File: src/design/acsp_pkg.sv
// ----------------------------------------------------------------------------
// acsp_pkg
// Types, codes and small helpers for the ASCII axis command stream parser.
// ----------------------------------------------------------------------------
package acsp_pkg;

    typedef enum logic [3:0] {
        PH_FIRST,
        PH_STOP,
        PH_IDX,
        PH_POS,
        PH_NUM_SI,
        PH_EASE,
        PH_NUM_G,
        PH_DONE,
        PH_BAD
    } t_phase;

    localparam logic [1:0] KIND_AXIS = 2'd0;
    localparam logic [1:0] KIND_EXEC = 2'd1;
    localparam logic [1:0] KIND_STOP = 2'd2;

    localparam logic [1:0] IK_SHORT    = 2'd0;
    localparam logic [1:0] IK_SPEED    = 2'd1;
    localparam logic [1:0] IK_INTERVAL = 2'd2;

    localparam logic [2:0] ST_RAMPED   = 3'd0;
    localparam logic [2:0] ST_EASE_IN  = 3'd1;
    localparam logic [2:0] ST_EASE_OUT = 3'd2;
    localparam logic [2:0] ST_EASE_BOTH = 3'd3;
    localparam logic [2:0] ST_GRADIENT = 3'd4;

    localparam logic [31:0] MAG_LIMIT = 32'h8000_0000;

    function automatic logic f_is_digit(input logic [7:0] c);
        f_is_digit = (c >= 8'h30) && (c <= 8'h39);
    endfunction

    function automatic logic [7:0] f_upper(input logic [7:0] c);
        f_upper = ((c >= 8'h61) && (c <= 8'h7A)) ? (c - 8'd32) : c;
    endfunction

    function automatic logic f_is_ws(input logic [7:0] c);
        f_is_ws = (c == 8'h20) || ((c >= 8'd9) && (c <= 8'd13));
    endfunction

    // one decimal digit into a magnitude that saturates at 2^31
    function automatic logic [31:0] f_mag_step(input logic [31:0] m, input logic [7:0] c);
        logic [35:0] t;
        t = {4'd0, m} * 36'd10 + {32'd0, c[3:0]};
        f_mag_step = (t > {4'd0, MAG_LIMIT}) ? MAG_LIMIT : t[31:0];
    endfunction

    // "DSTOP" by position
    function automatic logic [7:0] f_stop_char(input logic [2:0] p);
        logic [7:0] r;
        r = 8'h00;
        unique case (p)
            3'd0: r = 8'h44;
            3'd1: r = 8'h53;
            3'd2: r = 8'h54;
            3'd3: r = 8'h4F;
            3'd4: r = 8'h50;
            default: r = 8'h00;
        endcase
        f_stop_char = r;
    endfunction

endpackage

File: src/design/axis_command_stream_parser.sv
// ----------------------------------------------------------------------------
// axis_command_stream_parser
// Parses an ASCII byte stream into axis move, execute-all and stop-all words.
// ----------------------------------------------------------------------------
// channel   | dir | handshake                 | payload
// s_axis    | in  | i_s_axis_tvalid/o_tready  | tdata: in_byte
// m_axis    | out | o_m_axis_tvalid/i_tready  | tuser: kind; tdata: axis fields; tlast
// cfg       | in  | i_cfg_valid/o_cfg_ready   | i_cfg_data: registered_axes
//
// One byte per cycle unless the output stalls; the token is parsed as it arrives,
// one state update per byte. A delimiter that yields two words (axis move, then
// execute all) holds the input until the axis move word is taken and the second word is shown.
// Synchronous active-low reset clears the token and the output stage.
// A stalled output holds its word and the input is taken again once it drains.
// ----------------------------------------------------------------------------
module axis_command_stream_parser #(
    parameter int TOKEN_MAX     = 47,
    parameter int AXES_PER_BANK = 10
) (
    input  logic        i_clk,
    input  logic        i_rst_n,
    input  logic        i_s_axis_tvalid,
    output logic        o_s_axis_tready,
    input  logic [7:0]  i_s_axis_tdata,   // [7:0] in_byte
    output logic        o_m_axis_tvalid,
    input  logic        i_m_axis_tready,
    output logic [87:0] o_m_axis_tdata,   // bank, index, position, input_kind,
                                          // ext_param, move_style, gradient
    output logic [1:0]  o_m_axis_tuser,   // [1:0] kind
    output logic        o_m_axis_tlast,
    input  logic        i_cfg_valid,
    output logic        o_cfg_ready,
    input  logic [39:0] i_cfg_data
);

    localparam int LW = $clog2(TOKEN_MAX + 1);

    logic [39:0]          r_axes;
    logic [LW-1:0]        r_len,   n_len;
    logic                 r_dead,  n_dead;
    acsp_pkg::t_phase     r_phase, n_phase;
    logic [1:0]           r_bank,  n_bank;
    logic [3:0]           r_idx,   n_idx;
    logic [13:0]          r_pos,   n_pos;
    logic [2:0]           r_pcnt,  n_pcnt;
    logic                 r_letter, n_letter;
    logic [1:0]           r_ik,    n_ik;
    logic [31:0]          r_pacc,  n_pacc;
    logic [31:0]          r_gacc,  n_gacc;
    logic                 r_sgn,   n_sgn;
    logic                 r_neg,   n_neg;
    logic                 r_dig,   n_dig;
    logic                 r_ein,   n_ein;
    logic                 r_eout,  n_eout;
    logic                 r_hasg,  n_hasg;
    logic [2:0]           r_sp,    n_sp;

    logic                 r_ovalid;
    logic                 r_pend;
    logic [87:0]          r_odata;
    logic [1:0]           r_okind;
    logic                 r_olast;

    logic       in_fire, out_fire, is_delim, is_exec, tok_end, append;
    logic [7:0] b, bu;
    logic [31:0] cur_acc, acc_step;
    logic [13:0] weight;
    logic [5:0]  bit_idx;
    logic        axis_ok, stop_ok, si_ok, hasg_f;
    logic [1:0]  ik_f;
    logic [30:0] ext_f;
    logic [2:0]  style_f;
    logic [31:0] grad_f;
    logic [87:0] axis_data;

    assign b        = i_s_axis_tdata;
    assign bu       = acsp_pkg::f_upper(b);
    assign is_delim = (b == 8'h20) || (b == 8'h0A) || (b == 8'h0D);
    assign is_exec  = is_delim && (b != 8'h20);
    assign o_s_axis_tready = !r_ovalid || (i_m_axis_tready && !r_pend);
    assign o_cfg_ready = 1'b1;
    assign in_fire  = i_s_axis_tvalid && o_s_axis_tready;
    assign out_fire = r_ovalid && i_m_axis_tready;
    assign tok_end  = in_fire && is_delim && (r_len != '0);
    assign append   = in_fire && !is_delim && (r_len < LW'(TOKEN_MAX));

    assign cur_acc  = (r_phase == acsp_pkg::PH_NUM_G) ? r_gacc : r_pacc;
    assign acc_step = acsp_pkg::f_mag_step(cur_acc, b);

    always_comb begin
        unique case (r_pcnt[1:0])
            2'd0: weight = 14'd1000;
            2'd1: weight = 14'd100;
            2'd2: weight = 14'd10;
            default: weight = 14'd1;
        endcase
    end

    // next token state
    always_comb begin
        n_len = r_len; n_dead = r_dead; n_phase = r_phase; n_bank = r_bank;
        n_idx = r_idx; n_pos = r_pos; n_pcnt = r_pcnt; n_letter = r_letter;
        n_ik = r_ik; n_pacc = r_pacc; n_gacc = r_gacc; n_sgn = r_sgn;
        n_neg = r_neg; n_dig = r_dig; n_ein = r_ein; n_eout = r_eout;
        n_hasg = r_hasg; n_sp = r_sp;
        if (in_fire && is_delim) begin
            n_len = '0; n_dead = 1'b0; n_phase = acsp_pkg::PH_FIRST;
            n_bank = '0; n_idx = '0; n_pos = '0; n_pcnt = '0; n_letter = 1'b0;
            n_ik = acsp_pkg::IK_SHORT; n_pacc = '0; n_gacc = '0; n_sgn = 1'b0;
            n_neg = 1'b0; n_dig = 1'b0; n_ein = 1'b0; n_eout = 1'b0;
            n_hasg = 1'b0; n_sp = '0;
        end else if (append) begin
            n_len = r_len + LW'(1);
            if (r_dead || b == 8'h00) begin
                n_dead = 1'b1;
            end else begin
                unique case (r_phase)
                    acsp_pkg::PH_FIRST: begin
                        if (b == 8'h44) begin
                            n_phase = acsp_pkg::PH_STOP;
                            n_sp = 3'd1;
                        end else if (bu == 8'h4C) begin
                            n_bank = 2'd0; n_phase = acsp_pkg::PH_IDX;
                        end else if (bu == 8'h52) begin
                            n_bank = 2'd1; n_phase = acsp_pkg::PH_IDX;
                        end else if (bu == 8'h56) begin
                            n_bank = 2'd2; n_phase = acsp_pkg::PH_IDX;
                        end else if (bu == 8'h41) begin
                            n_bank = 2'd3; n_phase = acsp_pkg::PH_IDX;
                        end else begin
                            n_phase = acsp_pkg::PH_BAD;
                        end
                    end
                    acsp_pkg::PH_STOP: begin
                        if (r_sp < 3'd5 && b == acsp_pkg::f_stop_char(r_sp)) begin
                            n_sp = r_sp + 3'd1;
                        end else begin
                            n_phase = acsp_pkg::PH_BAD;
                        end
                    end
                    acsp_pkg::PH_IDX: begin
                        if (acsp_pkg::f_is_digit(b) && ({28'd0, b[3:0]} < AXES_PER_BANK)) begin
                            n_idx = b[3:0]; n_phase = acsp_pkg::PH_POS;
                        end else begin
                            n_phase = acsp_pkg::PH_BAD;
                        end
                    end
                    acsp_pkg::PH_POS: begin
                        if (r_pcnt < 3'd4 && acsp_pkg::f_is_digit(b)) begin
                            n_pos = r_pos + 14'(weight * {10'd0, b[3:0]});
                            n_pcnt = r_pcnt + 3'd1;
                        end else if (r_pcnt == 3'd0) begin
                            n_phase = acsp_pkg::PH_BAD;
                        end else if (bu == 8'h53 || bu == 8'h49) begin
                            n_letter = (bu == 8'h49);
                            n_phase = acsp_pkg::PH_NUM_SI;
                        end else begin
                            n_phase = acsp_pkg::PH_EASE;
                            if (b == 8'h3C) n_ein = 1'b1;
                            if (b == 8'h3E) n_eout = 1'b1;
                            if (bu == 8'h47) n_phase = acsp_pkg::PH_NUM_G;
                        end
                    end
                    acsp_pkg::PH_NUM_SI, acsp_pkg::PH_NUM_G: begin
                        if (acsp_pkg::f_is_digit(b)) begin
                            n_dig = 1'b1;
                            if (r_phase == acsp_pkg::PH_NUM_G) n_gacc = acc_step;
                            else n_pacc = acc_step;
                        end else if (!r_dig && !r_sgn && acsp_pkg::f_is_ws(b)) begin
                            n_dig = 1'b0;
                        end else if (!r_dig && !r_sgn && (b == 8'h2B || b == 8'h2D)) begin
                            n_sgn = 1'b1; n_neg = (b == 8'h2D);
                        end else if (r_phase == acsp_pkg::PH_NUM_G) begin
                            n_hasg = r_dig; n_phase = acsp_pkg::PH_DONE;
                        end else if (si_ok) begin
                            n_ik = r_letter ? acsp_pkg::IK_INTERVAL : acsp_pkg::IK_SPEED;
                            n_sgn = 1'b0; n_neg = 1'b0; n_dig = 1'b0;
                            n_phase = acsp_pkg::PH_EASE;
                            if (b == 8'h3C) n_ein = 1'b1;
                            if (b == 8'h3E) n_eout = 1'b1;
                            if (bu == 8'h47) n_phase = acsp_pkg::PH_NUM_G;
                        end else begin
                            n_ik = acsp_pkg::IK_SHORT; n_phase = acsp_pkg::PH_DONE;
                        end
                    end
                    acsp_pkg::PH_EASE: begin
                        if (b == 8'h3C) n_ein = 1'b1;
                        if (b == 8'h3E) n_eout = 1'b1;
                        if (bu == 8'h47) n_phase = acsp_pkg::PH_NUM_G;
                    end
                    default: n_phase = r_phase;
                endcase
            end
        end
    end

    // token result
    always_comb begin
        si_ok   = r_dig && !r_neg && (r_pacc != '0);
        bit_idx = 6'({4'd0, r_bank} * 6'd10 + {2'd0, r_idx});
        if (r_phase == acsp_pkg::PH_NUM_SI) begin
            ik_f = si_ok ? (r_letter ? acsp_pkg::IK_INTERVAL : acsp_pkg::IK_SPEED)
                         : acsp_pkg::IK_SHORT;
        end else begin
            ik_f = r_ik;
        end
        hasg_f = r_hasg || (r_phase == acsp_pkg::PH_NUM_G && r_dig);
        axis_ok = (r_phase == acsp_pkg::PH_POS || r_phase == acsp_pkg::PH_NUM_SI ||
                   r_phase == acsp_pkg::PH_EASE || r_phase == acsp_pkg::PH_NUM_G ||
                   r_phase == acsp_pkg::PH_DONE) && (r_pcnt != 3'd0) && r_axes[bit_idx];
        stop_ok = (r_phase == acsp_pkg::PH_STOP) && (r_sp == 3'd5);
        ext_f = '0;
        if (ik_f != acsp_pkg::IK_SHORT) begin
            ext_f = r_pacc[31] ? 31'h7FFF_FFFF : r_pacc[30:0];
        end
        if (r_neg) grad_f = r_gacc[31] ? 32'h8000_0000 : (32'd0 - r_gacc);
        else       grad_f = r_gacc[31] ? 32'h7FFF_FFFF : r_gacc;
        priority if (ik_f == acsp_pkg::IK_SHORT) begin
            style_f = acsp_pkg::ST_RAMPED; grad_f = '0;
        end else if (hasg_f) begin
            style_f = acsp_pkg::ST_GRADIENT;
        end else if (r_ein && r_eout) begin
            style_f = acsp_pkg::ST_EASE_BOTH; grad_f = '0;
        end else if (r_ein) begin
            style_f = acsp_pkg::ST_EASE_IN; grad_f = '0;
        end else if (r_eout) begin
            style_f = acsp_pkg::ST_EASE_OUT; grad_f = '0;
        end else begin
            style_f = acsp_pkg::ST_RAMPED; grad_f = '0;
        end
        axis_data = {grad_f, style_f, ext_f, ik_f, r_pos, r_idx, r_bank};
    end

    always_ff @(posedge i_clk) begin
        if (!i_rst_n) begin
            r_axes <= '0; r_len <= '0; r_dead <= 1'b0; r_phase <= acsp_pkg::PH_FIRST;
            r_bank <= '0; r_idx <= '0; r_pos <= '0; r_pcnt <= '0; r_letter <= 1'b0;
            r_ik <= acsp_pkg::IK_SHORT; r_pacc <= '0; r_gacc <= '0; r_sgn <= 1'b0;
            r_neg <= 1'b0; r_dig <= 1'b0; r_ein <= 1'b0; r_eout <= 1'b0;
            r_hasg <= 1'b0; r_sp <= '0;
            r_ovalid <= 1'b0; r_pend <= 1'b0;
        end else begin
            if (i_cfg_valid) r_axes <= i_cfg_data;
            r_len <= n_len; r_dead <= n_dead; r_phase <= n_phase; r_bank <= n_bank;
            r_idx <= n_idx; r_pos <= n_pos; r_pcnt <= n_pcnt; r_letter <= n_letter;
            r_ik <= n_ik; r_pacc <= n_pacc; r_gacc <= n_gacc; r_sgn <= n_sgn;
            r_neg <= n_neg; r_dig <= n_dig; r_ein <= n_ein; r_eout <= n_eout;
            r_hasg <= n_hasg; r_sp <= n_sp;
            if (tok_end && (axis_ok || stop_ok)) begin
                r_ovalid <= 1'b1;
                r_pend   <= is_exec;
                r_okind  <= stop_ok ? acsp_pkg::KIND_STOP : acsp_pkg::KIND_AXIS;
                r_odata  <= stop_ok ? '0 : axis_data;
                r_olast  <= !is_exec;
            end else if (in_fire && is_exec) begin
                r_ovalid <= 1'b1;
                r_pend   <= 1'b0;
                r_okind  <= acsp_pkg::KIND_EXEC;
                r_odata  <= '0;
                r_olast  <= 1'b1;
            end else if (out_fire && r_pend) begin
                r_pend   <= 1'b0;
                r_okind  <= acsp_pkg::KIND_EXEC;
                r_odata  <= '0;
                r_olast  <= 1'b1;
            end else if (out_fire) begin
                r_ovalid <= 1'b0;
            end
        end
    end

    assign o_m_axis_tvalid = r_ovalid;
    assign o_m_axis_tdata  = r_odata;
    assign o_m_axis_tuser  = r_okind;
    assign o_m_axis_tlast  = r_olast;

endmodule

File: config.mk
export PLATFORM = sky130hd
export DESIGN_NAME = axis_command_stream_parser
export DESIGN_NICKNAME = d
export VERILOG_FILES = /design/src/design/acsp_pkg.sv /design/src/design/axis_command_stream_parser.sv
export SDC_FILE = /design/constraint.sdc
export NUM_CORES = 1
export LEC_CHECK = 0
export BUFFER_PORTS_ARGS = -buffer_cell sky130_fd_sc_hd__buf_4
export CAP_MARGIN = 20
export CELL_PAD_IN_SITES_DETAIL_PLACEMENT = 2
export CELL_PAD_IN_SITES_GLOBAL_PLACEMENT = 2
export CORE_MARGIN = 5
export CORE_UTILIZATION = 40
export CTS_BUF_LIST = sky130_fd_sc_hd__clkbuf_8 sky130_fd_sc_hd__clkbuf_16
export CTS_CLUSTER_DIAMETER = 120
export DETAILED_ROUTE_END_ITERATION = 16
export GPL_TIMING_DRIVEN = 0
export PLACE_DENSITY_LB_ADDON = 0.1
export SLEW_MARGIN = 20
export SYNTH_ARGS = -nofsm -noshare
export SYNTH_HDL_FRONTEND = slang
export SYNTH_SLANG_ARGS = --single-unit
export TNS_END_PERCENT = 1
File: constraint.sdc
create_clock -name i_clk -period 18.2 [get_ports i_clk]
set_input_delay 0.91 -clock i_clk [delete_from_list [all_inputs] [get_ports i_clk]]
set_output_delay 0.91 -clock i_clk [all_outputs]
set_load 0.005 [all_outputs]
Word-level counts from Yosys, hierarchy flattened
Index checks and enable logic that the tools add are counted.
Operators by class
  $add $sub $neg: 8
  $mul: 3
  $lt $le $gt $ge: 12
  equal/unequal tests: 47
  multiplexer cells: 96
  bitwise operators: 9
  reduce and logical (&&, ||, !) cells: 83
Operator list (number)
  $mux W88: 4
  $mux W32: 6
  $mux W31: 3
  $eq A8 B7 Y1 const B: 8
  $mux W4: 15
  $eq A8 B6 Y1 const B: 5
  $mux W8: 5
  $add A36 B4 Y36: 1
  $gt A36 B32 Y1 const B: 1
  $mux W1: 36
  $mul A32 B3 Y35 const B: 1
  $pmux W7 S5: 1
  $mux W2: 16
  $reduce_bool A32 Y1: 1
  $sub A1 B32 Y32 const A: 1
  $pmux W10 S3: 1
  $logic_and A1 B1 Y1: 27
  $ne A2 B2 Y1 const B: 12
  $pmux W4 S6: 1
  $reduce_and A7 Y1: 3
  $reduce_and A5 Y1: 4
  $eq A4 B3 Y1 const B: 4
  $eq A8 B4 Y1 const B: 2
  $reduce_bool A3 Y1: 5
  49 further kinds: 95
Word-level totals
  flip-flop bits (word level): 243
  bits of input ports: 53
  output and inout bits: 94
  logic and storage cells: 282

Logic depth before layout (Yosys ltp)
  word-level depth: 12
  depth in mapped cells: 27
  depth with buffers taken out: 23

Worst setup path before layout
OpenSTA, ideal clock, no wires.
  path kind: reg2reg
  start: reg r_bank[0]
  end: reg r_odata[0] (netlist: o_m_axis_tdata[0]), enable pin
  setup time: 680 ps
  arrival: 9093 ps
  data required time: 17520 ps
  path slack: 8427 ps
  stages on the path, launching flop included: 14
  buffers on the path: 1
  clock period less this slack: 9773 ps
  cell sequence: dfxtp_1 -> ha_1 -> fa_1 -> xor2_1 -> mux4_2 -> mux2i_1 -> a211oi_1 -> o21ai_1 -> o21ai_0 -> nor4b_1 -> o21ai_1 -> clkbuf_1 -> o21a_1 -> a21boi_0
Between the ends
  longest elaborated chain between the ends: 9
RTL lines
  start, declared: line axis_command_stream_parser.sv:42  | logic [1:0] r_bank, n_bank;
  start signal, assigned: line axis_command_stream_parser.sv:244  | r_len <= n_len; r_dead <= n_dead; r_phase <= n_phase; r_bank <= n_bank;
  $mul A2 B3 Y5: line axis_command_stream_parser.sv:200  | bit_idx = 6'({4'd0, r_bank} * 6'd10 + {2'd0, r_idx});
  $add A6 B4 Y6: line axis_command_stream_parser.sv:200
  $bmux W1 S6: line axis_command_stream_parser.sv:210  | r_phase == acsp_pkg::PH_DONE) && (r_pcnt != 3'd0) && r_axes[bit_idx];
  $mux W1 (implied by the code): line axis_command_stream_parser.sv:210
  $logic_and A1 B1 Y1: line axis_command_stream_parser.sv:210
  $logic_or A1 B1 Y1: line axis_command_stream_parser.sv:249  | if (tok_end && (axis_ok || stop_ok)) begin
  $logic_and A1 B1 Y1: line axis_command_stream_parser.sv:249
  $reduce_bool A3 Y1 (no source line)
  $reduce_and A2 Y1 (no source line)
  end signal, assigned: line axis_command_stream_parser.sv:253  | r_odata <= stop_ok ? '0 : axis_data;
  end, declared: line axis_command_stream_parser.sv:60  | logic [87:0] r_odata;
No other way between the ends. The select of a mux whose other input is x is not followed.
A chain may end at the register's enable or synchronous reset.

Worst setup path in the final report
  start: reg r_phase[2]
  end: reg r_pacc[18]
Between the ends
  longest elaborated chain between the ends: 6
  elaborated cells on any way between the ends: 10
  those cells by class: add/sub: 1; mul: 1; order compare: 1; eq/ne: 2; mux: 2; bitwise: 1; reduce/logical: 2
RTL lines
  start, declared: line axis_command_stream_parser.sv:41  | acsp_pkg::t_phase r_phase, n_phase;
  start signal, assigned: line axis_command_stream_parser.sv:244
  $eq A4 B3 Y1: line axis_command_stream_parser.sv:87, axis_command_stream_parser.sv:117, axis_command_stream_parser.sv:167
  $mux W32: line axis_command_stream_parser.sv:87  | assign cur_acc = (r_phase == acsp_pkg::PH_NUM_G) ? r_gacc : r_pacc;
  $mul A32 B3 Y35: line acsp_pkg.sv:50  | t = {4'd0, m} * 36'd10 + {32'd0, c[3:0]};
  $add A36 B4 Y36: line acsp_pkg.sv:50
  $gt A36 B32 Y1: line acsp_pkg.sv:51  | f_mag_step = (t > {4'd0, MAG_LIMIT}) ? MAG_LIMIT : t[31:0];
  $mux W32: line acsp_pkg.sv:51
  end signal, assigned: line axis_command_stream_parser.sv:246  | r_ik <= n_ik; r_pacc <= n_pacc; r_gacc <= n_gacc; r_sgn <= n_sgn;
  end, declared: line axis_command_stream_parser.sv:48  | logic [31:0] r_pacc, n_pacc;
Several ways; a longest one is shown, not always the timed one.

==> results.md <==
* Io pins at 147
* Critical hold path startpoint: r_eout$_SDFFE_PP0P_
* Path depth of the worst reg2reg path at 23
* Cell leakage power at 7.79 nW
* Critical path arrival at 9.45 ns
* Sort of element at the start of the critical path: flop
* Synthesized Nets at 2141
* Worst hold path class: reg -> reg
* Final hold violation count at 0
* Total global-route track usage at 0.288
* Pin count of the biggest net entering global routing at 27
* Hold bufs inserted after CTS at 0
* Worst EP required at 18.63 ns
* Std cell rows at 75
* Wire length after detailed routing at 69300 um
* Max-capacitance violation count at 0
* Sequential-to-total area share from yosys stat at 0.340
* Post-cts repair resize count at 0
* Post-route antenna net violation count at 0
* Routability cong. at 0.886
* Final max-slew violation count at 0
* Count of H-tree levels built during CTS at 1
* Core footprint at 0.0419 mm^2
* Average wire per cell in the routed design at 25.5 um
* Vertical die dimension at 216 um
* Most frequent cells in the layout: sky130_fd_sc_hd__nor2_1, sky130_fd_sc_hd__nand2_1, sky130_fd_sc_hd__buf_4, sky130_fd_sc_hd__dfxtp_1, sky130_fd_sc_hd__clkbuf_1
* RSZ-0062 raised after global routing: no
* DP HPWL at 52500 um
* Post-Syn Instances at 1979
* Internal reg-to-reg setup slack at 9.18 ns
* Maximum number of buffers from clock root to sink at 3
* Async S/R FF share, synth at 0
* Post-CTS setup buffer count at 0
* Reg2Reg Launch Point: r_phase[2]$_SDFFE_PP0P_
* Total iterations of the first detailed-routing run at 5
* Number of synthesized flops with an enable pin at 91
* Sinks on Clock Net at 243
* Root Driver: sky130_fd_sc_hd__clkbuf_16
* Antenna diodes at 0
* Dominant register cell in the synthesized netlist: sky130_fd_sc_hd__dfxtp_1
* Area growth syn-to-layout at 17.5%
* Peak ir drop on the vdd network at 0.0733 mV
* Leading cell type in the layout, fill and taps excluded: sky130_fd_sc_hd__nor2_1
* CTS tree: yes
* Share of cells above drive strength 1 at 0.147
* CP Class: reg -> reg
* Worst Path Max Fanout at 10
* Fraction of post-synthesis cell area in the top cell type by area at 0.179
* Number of input and output port buffers inserted at 143
* Clock-pin transition on the worst setup and hold timing paths at 0.06 ns
* Number of antenna violations at the first check in global routing at 0
* Mapped Avg Cell Area at 8.58 um^2
* Overall die area at 0.0467 mm^2
* First-iteration detailed-routing DRC count at 800
* Final setup violation count at 0
* Cell type with the largest total area after synthesis: sky130_fd_sc_hd__dfxtp_1
* Worst hold margin at 0.475 ns
* Mapped Area at 0.0170 mm^2
* Total congestion overflow after global routing at 0
* Flip-flop and latch count after synthesis at 243
* Effective utilization at floorplan at 0.405
* Vias in the first global route at 17804
* Via count at 15763
* Run status: finished, final reports clean
* Fmax at 111 MHz
* Summed negative setup slack over all endpoints at 0 ns
* Cell depth of the worst min-delay path at 2
* Crit end category: flop
* Yosys warning count at 0
* Number of buffers created by CTS at 30
* Power Density at 67.5 mW/mm^2
* Number of different library cells in the post-synthesis netlist at 104
* Worst-Margin Slew at 0.940 ns
* Hold worst-path end: r_eout$_SDFFE_PP0P_
* Vias per Instance at 5.79
* First-pass GRT wire length at 107000 um
* Max-slew headroom at 0.373
* Final min period at 9.02 ns
* Share of the cycle needed by the critical path after routing at 0.495
* Worst-skew pair later-pin latency at 0.60 ns
* Clock Skew at 0.0407 ns
* Reg-to-reg critical path endpoint: r_pacc[18]$_SDFFE_PP0P_
* Top post-synthesis cells by area: sky130_fd_sc_hd__dfxtp_1, sky130_fd_sc_hd__edfxtp_1, sky130_fd_sc_hd__ha_1, sky130_fd_sc_hd__nor2_1, sky130_fd_sc_hd__nand2_1
* Fin nets at 2320
* DRC violations left at 0
* Width of the die at 216 um
through the flow:
stage | area (um^2) | util | setup slack [ns] | power, W | cells
final | 19900 | 0.476 | 9.18 | 0.00135 | 2721
after detailed placement | 18900 | 0.450 | 9.45 | 0.000690 | 2665
after global routing | 19900 | 0.476 | 8.95 | 0.00139 | 2721
after global placement | 18700 | 0.447 | 4.51 | 0.000680 | 2661
after floorplan | 17000 | - | 8.43 | 0.000651 | 1979
after CTS | 19900 | 0.476 | 9.32 | 0.00136 | 2721
final cells by class:
cell class | count | area, um^2
buffer | 140 | 613
clock buffer | 32 | 778
clock inverter | 24 | 313
fill | 4572 | 22000
inverter | 87 | 327
multi-input combinational | 1509 | 10300
sequential | 243 | 5780
tap | 539 | 674
timing repair buffer | 147 | 1180
state kept, by name, summed over array words and instances (netlist names), 4 cells and up:
signal and flops:
r_len 6, r_axes 40, r_idx 4, r_gacc 32
r_pos 14, r_phase 4, o_m_axis_tdata 88, r_pacc 32
worst max path at each step:
stage,from,end,cells past startpoint
global route,r_phase[2]$_SDFFE_PP0P_,r_pacc[18]$_SDFFE_PP0P_,23
global placement,r_bank[0]$_SDFFE_PP0P_,o_m_axis_tdata[34]$_SDFFCE_PP0P_,13
finish,r_phase[2]$_SDFFE_PP0P_,r_pacc[18]$_SDFFE_PP0P_,23
CTS,r_phase[2]$_SDFFE_PP0P_,r_pacc[18]$_SDFFE_PP0P_,23
floorplan,i_s_axis_tdata[4],o_m_axis_tdata[0]$_SDFFCE_PP0P_,11
detailed placement,r_phase[2]$_SDFFE_PP0P_,r_pacc[6]$_SDFFE_PP0P_,23
worst max-delay path, stage by stage, from the launching register on:
cell and delay, ns:
sky130_fd_sc_hd__dfxtp_1 0.40, sky130_fd_sc_hd__nand2b_1 0.13, sky130_fd_sc_hd__nor2_1 0.22, sky130_fd_sc_hd__and2_1 0.16, sky130_fd_sc_hd__clkbuf_1 0.70, sky130_fd_sc_hd__buf_1 0.76, sky130_fd_sc_hd__clkbuf_1 0.70, sky130_fd_sc_hd__mux2_2 0.47
sky130_fd_sc_hd__ha_1 0.30, sky130_fd_sc_hd__ha_1 0.24, sky130_fd_sc_hd__fa_1 0.46, sky130_fd_sc_hd__a211oi_4 0.40, sky130_fd_sc_hd__o211ai_1 0.22, sky130_fd_sc_hd__a21oi_2 0.48, sky130_fd_sc_hd__nand2_1 0.21, sky130_fd_sc_hd__a311oi_2 0.71
sky130_fd_sc_hd__nand3_1 0.29, sky130_fd_sc_hd__nor4_1 0.46, sky130_fd_sc_hd__xor2_1 0.42, sky130_fd_sc_hd__nor3b_1 0.11, sky130_fd_sc_hd__a41oi_1 0.39, sky130_fd_sc_hd__or2_4 0.25, sky130_fd_sc_hd__buf_6 0.23, sky130_fd_sc_hd__o21ai_2 0.09
power by group:
group | internal, W | switching (W)
registers | 0.000567 | 0.00000507
clock network | 0.000408 | 0.000258
logic | 0.0000449 | 0.0000644
total | 0.00102 | 0.000328
logic make-up after synthesis:
family                   count (synthesis)  share of synthesized area
multiplexers                            91                     0.0638
AO/OA/AOI/OAI                          383                      0.151
other                                    1                   0.000221
AND/OR/NAND/NOR                        794                      0.230
flip-flops                             243                      0.340
XOR/XNOR                               131                     0.0676
adder cells (fa/ha/maj)                109                     0.0922
buffers and inverters                  227                     0.0553
cell usage after synthesis (all sizes together), types with 14 or more instances:
library cell and n:
o21ai 146, inv 86, nor2 249, dfxtp 152
a21oi 91, nand2 207, fa 27, xor2 49
ha 82, clkbuf 95, xnor2 82, nand3 59
buf 45, mux2i 71, nand4 25, and2 38
nor2b 53, o31ai 19, edfxtp 91, a211oi 15
or3 15, nor3 45, and3 14, nor4 27
metal layers:
| metal | part of all wire | GRT usage | up-vias |
|---|---|---|---|
| met5 | 0 | 0 | - |
| met4 | 0.039 | 0.0937 | 0 |
| met3 | 0.030 | 0.0371 | 118 |
| met2 | 0.53 | 0.540 | 294 |
| met1 | 0.41 | 0.340 | 8090 |
| li1 | - | - | 7261 |
No activity file was read; power rests on OpenSTA's default activity.
